**config.mk**
```make
export PLATFORM = sky130hd
export DESIGN_NAME = wep_ctrl
export DESIGN_NICKNAME = d
export VERILOG_FILES = /design/src/design/wep_pkg.sv /design/src/design/wep_ctrl.sv
export SDC_FILE = /design/constraint.sdc
export NUM_CORES = 1
export LEC_CHECK = 0
export BUFFER_PORTS_ARGS = -buffer_cell sky130_fd_sc_hd__buf_2
export CAP_MARGIN = 10
export CORE_ASPECT_RATIO = 1.1
export CORE_MARGIN = 2
export CORE_UTILIZATION = 48
export CTS_BUF_LIST = sky130_fd_sc_hd__clkbuf_16
export DETAILED_ROUTE_END_ITERATION = 8
export PLACE_DENSITY = 0.81
export SYNTH_ARGS = -nofsm -noshare
export SYNTH_HDL_FRONTEND = slang
export SYNTH_SLANG_ARGS = --single-unit
```
**constraint.sdc**
```tcl
create_clock -name clk -period 1.8 [get_ports clk]
set_input_delay 0.36 -clock clk [delete_from_list [all_inputs] [get_ports clk]]
set_output_delay 0.36 -clock clk [all_outputs]
set_load 0.02 [all_outputs]
```
**src/design/wep_pkg.sv**
```systemverilog
// shared types, codes and constants of the weighted entry picker
package wep_pkg;

  localparam int MAX_ENTRIES_DEF = 256;
  localparam int WEIGHT_BITS_DEF = 32;

  localparam int CMD_W    = 2;
  localparam int IDX_IN_W = 8;
  localparam int DATA_W   = 32;
  localparam int STATUS_W = 3;
  localparam int TOTAL_W  = 40;

  typedef enum logic [CMD_W-1:0] {
    CMD_APPEND = 2'd0,
    CMD_UPDATE = 2'd1,
    CMD_PICK   = 2'd2
  } cmd_t;

  typedef enum logic [STATUS_W-1:0] {
    ST_OK       = 3'd0,
    ST_EMPTY    = 3'd1,
    ST_FULL     = 3'd2,
    ST_BAD_IDX  = 3'd3,
    ST_ZERO_TOT = 3'd4
  } status_t;

  // where the store read address comes from
  typedef enum logic [1:0] {
    RD_IDX,
    RD_ZERO,
    RD_SCAN
  } rd_src_t;

  // where the reported index and id come from
  typedef enum logic [2:0] {
    SRC_ZERO,
    SRC_APPEND,
    SRC_UPDATE,
    SRC_FIRST,
    SRC_PICK
  } res_src_t;

  typedef struct packed {
    logic     load_in;
    logic     rd_en;
    rd_src_t  rd_src;
    logic     app_wr;
    logic     upd_wr;
    logic     mul_lo;
    logic     mul_hi;
    logic     sel_ld;
    logic     scan_init;
    logic     scan_en;
    logic     res_ld;
    status_t  res_status;
    res_src_t res_src;
  } dp_cmd_t;

  typedef struct packed {
    cmd_t cmd;
    logic full;
    logic idx_bad;
    logic cnt_zero;
    logic cnt_one;
    logic sum_zero;
    logic hit;
    logic scan_done;
  } dp_stat_t;

endpackage

```
**src/design/wep_ctrl.sv**
```systemverilog
// controller state machine of the weighted entry picker
module wep_ctrl (
  input  logic              clk,
  input  logic              rst_n,
  input  logic              in_valid,
  output logic              in_ready,
  output logic              out_valid,
  input  logic              out_ready,
  input  wep_pkg::dp_stat_t dp_stat,
  output wep_pkg::dp_cmd_t  dp_cmd
);
  import wep_pkg::*;

  typedef enum logic [2:0] {
    S_IDLE,
    S_DECODE,
    S_UPD,
    S_MUL_LO,
    S_MUL_HI,
    S_SEL,
    S_SCAN,
    S_RESP
  } state_t;

  state_t   state_r, state_nxt;
  logic     out_valid_r, out_valid_nxt;
  status_t  res_status_r, res_status_nxt;
  res_src_t res_src_r, res_src_nxt;

  assign in_ready  = (state_r == S_IDLE);
  assign out_valid = out_valid_r;

  always_comb begin
    state_nxt      = state_r;
    res_status_nxt = res_status_r;
    res_src_nxt    = res_src_r;
    dp_cmd         = '0;
    dp_cmd.rd_src     = RD_SCAN;
    dp_cmd.res_status = res_status_r;
    dp_cmd.res_src    = res_src_r;

    case (state_r)
      S_IDLE: begin
        if (in_valid) begin
          dp_cmd.load_in = 1'b1;
          state_nxt      = S_DECODE;
        end
      end
      S_DECODE: begin
        state_nxt      = S_RESP;
        res_status_nxt = ST_OK;
        res_src_nxt    = SRC_ZERO;
        case (dp_stat.cmd)
          CMD_APPEND: begin
            if (dp_stat.full) begin
              res_status_nxt = ST_FULL;
            end else begin
              dp_cmd.app_wr = 1'b1;
              res_src_nxt   = SRC_APPEND;
            end
          end
          CMD_UPDATE: begin
            if (dp_stat.idx_bad) begin
              res_status_nxt = ST_BAD_IDX;
            end else begin
              dp_cmd.rd_en  = 1'b1;
              dp_cmd.rd_src = RD_IDX;
              state_nxt     = S_UPD;
            end
          end
          CMD_PICK: begin
            if (dp_stat.cnt_zero) begin
              res_status_nxt = ST_EMPTY;
            end else if (dp_stat.cnt_one) begin
              dp_cmd.rd_en  = 1'b1;
              dp_cmd.rd_src = RD_ZERO;
              res_src_nxt   = SRC_FIRST;
            end else if (dp_stat.sum_zero) begin
              res_status_nxt = ST_ZERO_TOT;
            end else begin
              state_nxt = S_MUL_LO;
            end
          end
          default: begin
            res_status_nxt = ST_OK;
          end
        endcase
      end
      S_UPD: begin
        dp_cmd.upd_wr = 1'b1;
        res_src_nxt   = SRC_UPDATE;
        state_nxt     = S_RESP;
      end
      S_MUL_LO: begin
        dp_cmd.mul_lo = 1'b1;
        state_nxt     = S_MUL_HI;
      end
      S_MUL_HI: begin
        dp_cmd.mul_hi = 1'b1;
        state_nxt     = S_SEL;
      end
      S_SEL: begin
        dp_cmd.sel_ld    = 1'b1;
        dp_cmd.scan_init = 1'b1;
        state_nxt        = S_SCAN;
      end
      S_SCAN: begin
        dp_cmd.scan_en = 1'b1;
        if (dp_stat.hit) begin
          res_src_nxt = SRC_PICK;
          state_nxt   = S_RESP;
        end else if (dp_stat.scan_done) begin
          res_status_nxt = ST_ZERO_TOT;
          res_src_nxt    = SRC_ZERO;
          state_nxt      = S_RESP;
        end
      end
      S_RESP: begin
        if (!out_valid_r || out_ready) begin
          dp_cmd.res_ld = 1'b1;
          state_nxt     = S_IDLE;
        end
      end
      default: begin
        state_nxt = S_IDLE;
      end
    endcase
  end

  assign out_valid_nxt = dp_cmd.res_ld | (out_valid_r & ~out_ready);

  always_ff @(posedge clk) begin
    if (!rst_n) begin
      state_r      <= S_IDLE;
      out_valid_r  <= 1'b0;
      res_status_r <= ST_OK;
      res_src_r    <= SRC_ZERO;
    end else begin
      state_r      <= state_nxt;
      out_valid_r  <= out_valid_nxt;
      res_status_r <= res_status_nxt;
      res_src_r    <= res_src_nxt;
    end
  end

endmodule

```
Word level (Yosys, flattened, before mapping)

Index checks and enable logic that the tools add are counted.

Register bits: 10
Bits in latches: 0
Memory bits (writable): 0
Bits in read-only memories: 0
Input port bits: 13
Output and inout bits: 20
Word-level logic and storage cells: 72
Memories: 0

$add $sub $neg: 0
Multipliers: 0
Div/mod/pow operators: 0
Magnitude comparators: 0
Equal/unequal tests: 14
Shift-type cells: 0
Mux-type cells: 42
Bitwise logic cells: 3
Reduce and logical (&&, ||, !) cells: 9

Operators with widths:

| kind               | count |
|---|---|
| $mux 3             | 18 |
| $pmux 3 s2         | 4 |
| $pmux 3 s8         | 1 |
| $pmux 3 s3         | 2 |
| $eq 3x3->1 const B | 4 |
| $mux 1             | 11 |
| $mux 2             | 5 |
| $ne 2x2->1 const B | 4 |
| $eq 3x2->1 const B | 2 |
| $reduce_and 3->1   | 2 |
| $mux 4             | 1 |
| $eq 3x1->1 const B | 1 |
| $logic_not 3->1    | 1 |
| $ne 3x3->1 const B | 1 |
| $reduce_bool 3->1  | 1 |
| $eq 2x1->1 const B | 1 |
| $eq 2x2->1 const B | 1 |
| $logic_not 2->1    | 1 |
| $reduce_and 2->1   | 1 |
| $reduce_bool 2->1  | 1 |
| $and 1x1->1        | 1 |
| $logic_not 1->1    | 1 |
| $logic_or 1x1->1   | 1 |
| $not 1->1          | 1 |
| $or 1x1->1         | 1 |

Depth between registers and ports, before layout

Gate-level depths: netlist (run 1).

Depth after elaboration: 5
Depth in mapped cells: 5
Mapped depth without buffers: 5

Worst setup path before layout (run 1)

OpenSTA, ideal clock, no wires.

Kind: reg-to-output
From: reg state_r[0]
To: out dp_cmd[17] (netlist name)
Arrival time: 1.400 ns
Data required time: 1.440 ns
Path slack: 0.040 ns
Stages on the path, launching flop included: 5
Buffers on the path: 2
Cells stage by stage: dfxtp_1 buf_4 buf_2 nor3_1 and2_1

RTL lines:

| element                | line            | text |
|---|---|---|
| from (decl)            | wep_ctrl.sv:25  | `state_t state_r, state_nxt;` |
| from (signal assigned) | wep_ctrl.sv:139 | `state_r <= state_nxt;` |
| to (decl)              | wep_ctrl.sv:10  | `output wep_pkg::dp_cmd_t dp_cmd` |

==> results.cfg, run 1 <==
[floorplanning]
die_y_um = 44.9
fp.dieW_um = 41.1
io_pins = 33
die_area_mm2 = 0.00184
row_count = 14
initial_core_util_pct = 52.0
core_mm2 = 0.00140

[cts]
cts_buffers = 3
htree_num_levels = 1
cts_num_sinks = 10
clk_latency_ps = 230
cts_root_buf = clkbuf_16
cts_tree = yes
clockBufferDepth = 2
clk_pin_slew_ps = 40
postCtsHoldBufs = 0

[detailed_routing]
dr.pass1.iters = 4
drt_iter0_drc = 13
dr_total_vias = 777
ant_nets = 0
wl_mm = 1.81
viasPerCell = 5.59
drcViolationCount = 0
avgRoutedWirePerCell_um = 13.0

[power]
total_power_uw = 987
p_per_area_mw_per_mm2 = 1000
ir_worst_vdd_mv = 0.774
power_leakage_uw = 0.000475

[global_routing]
grt_pass1_wl_mm = 2.79
grt_pass1_vias = 673
grt_max_degree = 17
grt_antenna_before_repair = 0
gr-total-overflow = 0
grtUsageTotal_pct = 22.0

[synth]
synth_area_um2 = 728
yosys_warnings = 0
postSynth.asyncResetShare_pct = 0
synth_top_area_share_pct = 27.5
yosysTopAreaCell = dfxtp_1
yosysMostFrequentCell = dfxtp_1
ys_seq_area_share_pct = 27.5
synth_common_cells = 10 x dfxtp_1, 9 x nand2_1, 7 x nor2_1
synth_area_per_cell_um2 = 8.00
synth_nets = 108
yosys-top-cells-area = dfxtp_1 27%, ha_1 6.9%, nand2_1 4.6%
ys_types = 37
ys.flop_type = dfxtp_1
yosys_register_bits = 10
synth_cells = 91
synth_edf_count = 0

[critical_path]
crit_fanout = 16
critical_path.endpoint_type = output port
cp.required_ps = 1440
crit_chain = nor3b_4 > buf_4 > and2_1 > buf_2
cp-start-kind = flop
slowest_delay_ps = 400
path_class = flop to output port
slowest_stage = dfxtp_2
cp.arrival_ps = 1350

[layout]
nets = 142
seq_area_um2 = 204
nFillCells = 123
multi_input_area_um2 = 485
synthToLayoutAreaGrowth_pct = 35.4
layout-drive-gt1-share_pct = 38.2
fin_util_pct = 70.4
antenna_cells = 0

[worst_hold_path]
hp-class = input port to flop

[placed_design]
dp.final_hpwl_mm = 1.32
dp_slack_ps = 75.6
routabilityCongestion = 0.777
portBuffers = 32

[timing]
rsz0062_at_grt = false
tns_ps = 0
skew_ps = 3.25
layout_setup_ws_ps = 94.5
setup_viol = 0
worst_slew_pin_slew_ps = 321
fin_crit_sh_pct = 94.7
timing.fmax_ghz = 0.586
hold_violations = 0
max_slew_margin_pct = 78.4
maxSlewViolCount = 0
holdWs_ps = 407
period_needed_ps = 1710

[outcome]
status = complete, no violations

[flow_run]
cap_violations = 0
## cells in the final DEF (no fill, tap or decap), drive strengths merged, types with 4 or more instances in the layout
master,count
o21ai,6
nand2,9
ha,4
nor2,7
nand2b,4
inv,5
buf,35
nor2b,4
a21oi,4
dfxtp,10
## power by group
part	internal [uW]	switching (uW)	total, uW
Clock	287	94.7	382
Sequential	251	46.9	298
Combinational	137	170	307
Total	675	312	987
## path summary, 6_finish.rpt
| check | start | to | slack (ps) | depth (start not counted) |
|---|---|---|---|---|
| max reg2reg | state_r[0]$_SDFFE_PN0P_ | res_src_r[1]$_SDFFE_PN0P_ | 480 | 4 |
| min | dp_stat[1] | res_src_r[2]$_SDFFE_PN0P_ | 410 | 3 |
| min reg2reg | res_status_r[1]$_SDFFE_PN0P_ | res_status_r[1]$_SDFFE_PN0P_ | 440 | 2 |
| max | state_r[2]$_SDFFE_PN0P_ | dp_cmd[13] | 90 | 4 |
## stage by stage
step / cells / cell area (um2)
CTS: 138 / 965
detailed placement: 134 / 882
global placement: 134 / 882
global route: 139 / 986
floorplan: 91 / 728
finish: 139 / 986
## registers in the layout, indices dropped and copies added (netlist names)
| name | flops |
|---|---|
| out_valid | 1 |
| res_status_r | 3 |
| state_r | 3 |
| res_src_r | 3 |
## worst max-delay path, delay by kind of cell (launching register included)
family	cells	cell delay [ps]
DFF	1	400
and+or+nand+nor	2	400
buffers and inverters	2	310
## what timing repair did
action	4_1_cts	5_1_grt
pin swaps	1	1
resized for setup	0	5
setup buffers	1	1
cloned	0	0
setup endpoints to repair	2	6
## cell families after synthesis
family | Yosys count | synth area share, %
simple gates | 41 | 31.8
compound gates | 23 | 24.1
buf+inv | 11 | 7.22
flops | 10 | 27.5
fa+ha+maj | 4 | 6.87
xor+xnor | 1 | 1.20
mux | 1 | 1.37
## area by class of cell
| cell class | count | area share (%) |
|---|---|---|
| repair buffers | 35 | 18.5 |
| multi-input cells | 70 | 49.2 |
| flip-flops and latches | 10 | 20.7 |
| well taps | 16 | 2.03 |
| clock buffers | 3 | 7.61 |
| inverters | 5 | 1.90 |
## metal layers
layer | routed length (um) | vias up | global-route usage [%]
li1 | - | 387 | -
met4 | 24 | 0 | 9.68
met5 | 0 | - | 0
met2 | 864 | 28 | 33.8
met1 | 817 | 360 | 29.2
met3 | 99 | 2 | 4.43
No activity file was read; power rests on OpenSTA's default activity.
==> inputs of run 2 (changes only) <==
--- a/config.mk
+++ b/config.mk
@@ -13,6 +13,7 @@
 export CTS_BUF_LIST = sky130_fd_sc_hd__clkbuf_16
 export DETAILED_ROUTE_END_ITERATION = 8
 export PLACE_DENSITY = 0.81
+export RECOVER_POWER = 100
 export SYNTH_ARGS = -nofsm -noshare
 export SYNTH_HDL_FRONTEND = slang
 export SYNTH_SLANG_ARGS = --single-unit
==> run 2 against run 1 <==
Against the previous run:
- design area shrank 3.3%
- sequential share of layout area grew 0.71 points
- non-clock buffer count is the same
- total power shrank 1.7%
- clock skew shrank 1.5 ps
- fmax shrank 0.17%
- flip-flop and latch count is the same
- global-route usage is the same
- critical path depth is the same
- cell count is the same
- first-iteration DRC count grew 46%
- largest power group unchanged
- highest routed layer unchanged
==> results.cfg, run 2 (synthesis gave the netlist of run 1 again) <==
[timing]
rsz0062_at_grt = false
period_needed_ps = 1710
maxSlewViolCount = 0
worst_slew_pin_slew_ps = 344
timing.fmax_ghz = 0.585
max_slew_margin_pct = 77.1
holdWs_ps = 407
setup_viol = 0
skew_ps = 1.71
fin_crit_sh_pct = 94.9
hold_violations = 0
layout_setup_ws_ps = 91.7
tns_ps = 0

[global_routing]
grt_max_degree = 17
grt_antenna_before_repair = 0
grtUsageTotal_pct = 22.0
gr-total-overflow = 0
grt_pass1_vias = 673
grt_pass1_wl_mm = 2.79

[cts]
cts_buffers = 3
clk_latency_ps = 230
clockBufferDepth = 2
htree_num_levels = 1
cts_root_buf = clkbuf_16
postCtsHoldBufs = 0
cts_tree = yes
clk_pin_slew_ps = 40
cts_num_sinks = 10

[floorplanning]
die_y_um = 44.9
initial_core_util_pct = 52.0
row_count = 14
die_area_mm2 = 0.00184
fp.dieW_um = 41.1
core_mm2 = 0.00140
io_pins = 33

[detailed_routing]
drt_iter0_drc = 19
drcViolationCount = 0
dr.pass1.iters = 4
ant_nets = 0
viasPerCell = 5.60
dr_total_vias = 779
avgRoutedWirePerCell_um = 13.2
wl_mm = 1.84

[power]
ir_worst_vdd_mv = 0.776
power_leakage_uw = 0.000410
p_per_area_mw_per_mm2 = 1020

[layout]
layout-drive-gt1-share_pct = 24.4
synthToLayoutAreaGrowth_pct = 30.9
antenna_cells = 0
finish.instance_area_um2 = 953
largestRegisters = res_src_r x3, res_status_r x3, state_r x3
layout_common_cells = 14 x buf_2, 14 x clkbuf_1, 9 x nand2_1
nets = 142
fin_util_pct = 68.0

[critical_path]
cp_top_family = flip-flops
slowest_stage = dfxtp_2
regToRegEndpoint = res_status_r[2]$_SDFFE_PN0P_
r2r_cells = 4
path_class = flop to output port
crit_fanout = 16
cp-start-kind = flop
startpoint = state_r[2]$_SDFFE_PN0P_
slowest_delay_ps = 400
endpoint = dp_cmd[13]
path_depth = 4
cp.arrival_ps = 1350
cp.required_ps = 1440
reg2reg_from = state_r[0]$_SDFFE_PN0P_
path_buf_inv = 2
rrSetupSlack_ps = 430
critical_path.endpoint_type = output port
crit_chain = nor3b_4 > buf_4 > and2_1 > clkbuf_2

[placed_design]
dp_slack_ps = 75.6
dp.final_hpwl_mm = 1.32
routabilityCongestion = 0.777
portBuffers = 32
postPlaceCellArea_um2 = 882

[worst_hold_path]
hp-class = input port to flop

[outcome]
status = complete, no violations

[flow_run]
cap_violations = 0
==> run 2: cell count changes in the layout (fill, tap and decap cells not counted) <==
cell / delta
a211oi_1: +1
a211oi_2: -1
buf_2: -18
clkbuf_1: +14
clkbuf_2: +4
o21ai_0: +2
o21ai_1: -1
o21ai_2: -1
o22ai_1: +1
o22ai_2: -1
==> run 2: worst min-delay path by stage <==
| stage | startpoint | to | slack (ps) | cells after the start |
|---|---|---|---|---|
| final | dp_stat[1] | res_src_r[2]$_SDFFE_PN0P_ | 410 | 3 |
| after global routing | dp_stat[1] | res_src_r[2]$_SDFFE_PN0P_ | 430 | 3 |
| after CTS | dp_stat[1] | res_src_r[2]$_SDFFE_PN0P_ | 410 | 3 |
| after detailed placement | res_status_r[0]$_SDFFE_PN0P_ | res_status_r[0]$_SDFFE_PN0P_ | 440 | 2 |
| after global placement | res_status_r[0]$_SDFFE_PN0P_ | res_status_r[0]$_SDFFE_PN0P_ | 440 | 2 |
| after floorplan | dp_stat[1] | res_src_r[2]$_SDFFE_PN0P_ | 510 | 2 |
==> run 2: per-stage QoR <==
step	power (uW)	instances
2_1_floorplan	506	91
3_3_place_gp	575	134
3_5_place_dp	582	134
4_1_cts	973	138
5_1_grt	1020	139
6_report	971	139
==> run 2: repair_timing <==
action,4_1_cts,5_1_grt
setup buffers,1,1
resized for setup,0,5
setup endpoints to repair,2,6
pin swaps,1,1
endpoints found under the hold margin,0,0
==> run 2: layout make-up <==
type / count / area (um2)
fill: 136 / 448
tap: 16 / 20.0
clock buffer: 3 / 75.1
multi-input combinational: 70 / 470
timing repair buffer: 35 / 165
inverter: 5 / 18.8
sequential: 10 / 204
==> run 2: where the power goes <==
group          leakage, uW  switching, uW  internal, uW
Clock            0.0000370           98.0           288
Sequential       0.0000827           46.7           251
Combinational     0.000290            166           121
Total             0.000410            311           660
==> run 2: worst reg2reg max path: stages (launching register included) <==
cell and delay [ps]:
dfxtp_2 390, buf_4 190, or3b_1 370, o21ai_0 150
o221a_1 220
==> run 2: routing by layer <==
layer	up-vias	track usage (%)	share of wire, %
li1	390	-	-
met1	345	29.2	43
met2	42	33.8	47
met3	2	4.43	8.2
met4	0	9.68	1.3
met5	-	0	0
==> inputs of run 3 (changes only) <==
--- a/config.mk
+++ b/config.mk
@@ -9,10 +9,10 @@
 export CAP_MARGIN = 10
 export CORE_ASPECT_RATIO = 1.1
 export CORE_MARGIN = 2
-export CORE_UTILIZATION = 48
+export CORE_UTILIZATION = 41
 export CTS_BUF_LIST = sky130_fd_sc_hd__clkbuf_16
 export DETAILED_ROUTE_END_ITERATION = 8
-export PLACE_DENSITY = 0.81
+export PLACE_DENSITY = 0.74
 export RECOVER_POWER = 100
 export SYNTH_ARGS = -nofsm -noshare
 export SYNTH_HDL_FRONTEND = slang
==> constraint.sdc (replaced) <==
create_clock -name clk -period 1.4 [get_ports clk]
set_input_delay 0.28 -clock clk [delete_from_list [all_inputs] [get_ports clk]]
set_output_delay 0.28 -clock clk [all_outputs]
set_load 0.02 [all_outputs]
==> run 3 against run 2 <==
Against the previous run:
- the flow now finishes with violations (negative setup slack)
- critical endpoint is now dp_cmd[16]
- sequential power increased by 21%
- clock power increased by 38%
- largest cell class unchanged
- die area grew 15%
- highest routed layer unchanged
==> results.cfg, run 3 (synthesis gave the netlist of run 1 again) <==
[outcome]
status = finished, violations left
violations = negative setup slack

[detailed_routing]
dr_total_vias = 929
dr.pass1.iters = 4
drcViolationCount = 0
wl_mm = 2.70
viasPerCell = 5.60
drt_iter0_drc = 31
ant_nets = 0
avgRoutedWirePerCell_um = 16.3

[global_routing]
grtUsageMet2_pct = 45.9
grt-busiest-layer = met2
grt_pass1_vias = 903
gr-usage-met1_pct = 28.0
grt_pass1_wl_mm = 3.88
gr-total-overflow = 0
grtUsageTotal_pct = 25.8
grtUsageMet3_pct = 5.19
grt_max_degree = 11
grt_antenna_before_repair = 0

[power]
total_power_uw = 1600
p_sw_uw = 536
seqPwrFrac_pct = 22.4
switching_share_pct = 33.5
share_comb_of_total_power_pct = 44.4
clkPwrFrac_pct = 33.2
ir_worst_vdd_mv = 0.661
p_per_area_mw_per_mm2 = 1160
power_leakage_uw = 0.000610
p_int_uw = 1060

[layout]
seq_area_um2 = 211
synthToLayoutAreaGrowth_pct = 90.0
nFillCells = 88
largestRegisters = res_src_r x3, res_status_r x3, state_r x3
antenna_cells = 0
layout_common_cells = 24 x buf_4, 17 x buf_6, 10 x buf_2
layout_commonest_cell = buf_4
finish.instance_area_mm2 = 0.00138
layout-drive-gt1-share_pct = 53.7
multi_input_area_um2 = 568
nets = 167

[critical_path]
critical_path.endpoint_type = output port
path_buf_inv = 1
r2r_cells = 6
crit_fanout = 4
regToRegEndpoint = res_status_r[0]$_SDFFE_PN0P_
path_class = flop to output port
cp.required_ps = 1120
crit_chain = nor3b_4 > nand2_2 > a21oi_2 > buf_4
slowest_delay_ps = 360
reg2reg_from = state_r[1]$_SDFFE_PN0P_
cp_top_family = simple AND/OR/NAND/NOR gates
cp-start-kind = flop
cp.arrival_ps = 1270
slowest_stage = dfxtp_4
rrSetupSlack_ps = 40

[floorplanning]
fp.dieW_um = 44.2
row_count = 15
initial_core_util_pct = 45.1
core_mm2 = 0.00161
die_y_um = 48.2
die_area_mm2 = 0.00213
io_pins = 33

[placed_design]
routabilityCongestion = 0.791
portBuffers = 32
dp.final_hpwl_mm = 1.49
postPlaceCellArea_mm2 = 0.00101

[timing]
maxSlewViolCount = 0
fin_crit_sh_pct = 111
layout_setup_ws_ps = -148
max_slew_margin_pct = 77.9
hold_violations = 0
setup_viol = 12
rsz0062_at_grt = true
period_needed_ps = 1550
worst_slew_pin_slew_ps = 329
skew_ps = 1.29
timing.fmax_ghz = 0.646

[worst_hold_path]
hold-path-cell-count = 3
worstHoldEndpoint = res_src_r[2]$_SDFFE_PN0P_
worstHoldStart = dp_stat[1]
hp-class = input port to flop

[cts]
clk_pin_slew_ps = 40
cts_root_buf = clkbuf_16
cts_tree = yes
cts_num_sinks = 10
clockBufferDepth = 2
cts_buffers = 3
htree_num_levels = 1
clk_latency_ps = 240

[flow_run]
cap_violations = 0
## run 3: cell count changes in the layout (fill, tap and decap cells not counted), moves of 3 or more
| cell | change |
|---|---|
| clkbuf_2 | -4 |
| dfxtp_4 | +3 |
| buf_6 | +17 |
| nor2_1 | -3 |
| clkbuf_1 | -7 |
| buf_4 | +21 |
| dfxtp_2 | -3 |
| buf_2 | -4 |
## run 3: worst min-delay path: stages
cell and delay, ps:
buf_2 110, nand2_1 50, o22ai_1 60
## run 3: what timing repair did
action,4_1_cts,5_1_grt
gates resized for setup,41,19
setup buffers,10,4
setup endpoints to repair,13,14
hold buffers,0,0
pin swaps,6,8
## run 3: area by class of cell
cell class,count,area share [%]
repair buffers,60,34.5
flip-flops and latches,10,15.3
clock buffers,3,5.42
multi-input cells,70,41.0
inverters,5,1.90
clock inverters,1,0.271
well taps,17,1.54
## run 3: power by group through the flow
stage / clock network, uW / registers, uW / logic, uW
2_1_floorplan: 0 / 368 / 302
3_3_place_gp: 0 / 351 / 470
3_5_place_dp: 0 / 353 / 478
4_1_cts: 514 / 354 / 624
5_1_grt: 554 / 360 / 752
6_report: 531 / 359 / 711
## run 3: how the worst max path moves through the flow
stage	from	to	slack, ps	cells after the start
after floorplan	state_r[1]$_SDFFE_PN0P_	dp_cmd[14]	-30	4
after global placement	dp_stat[7]	dp_cmd[15]	-140	7
after detailed placement	dp_stat[7]	dp_cmd[15]	-190	7
after CTS	state_r[1]$_SDFFE_PN0P_	dp_cmd[16]	-100	4
after global routing	state_r[0]$_SDFFE_PN0P_	dp_cmd[16]	-160	4
final	state_r[2]$_SDFFE_PN0P_	dp_cmd[16]	-150	4
## run 3: metal layers
| layer | part of all wire [%] | vias to the layer above |
|---|---|---|
| li1 | - | 439 |
| met1 | 37 | 445 |
| met2 | 55 | 40 |
| met3 | 6.3 | 5 |
| met4 | 1.6 | 0 |
| met5 | 0 | - |
## run 3: metrics by stage
stage	utilization, %	TNS [ps]	setup slack (ps)	instances	hold slack, ps
2_1_floorplan	-	-45.5	-34.9	91	430
3_3_place_gp	62.3	-186	-137	148	436
3_5_place_dp	62.3	-433	-191	148	442
4_1_cts	80.5	-529	-100	162	319
5_1_grt	85.7	-1200	-155	166	322
6_report	85.7	-893	-148	166	311
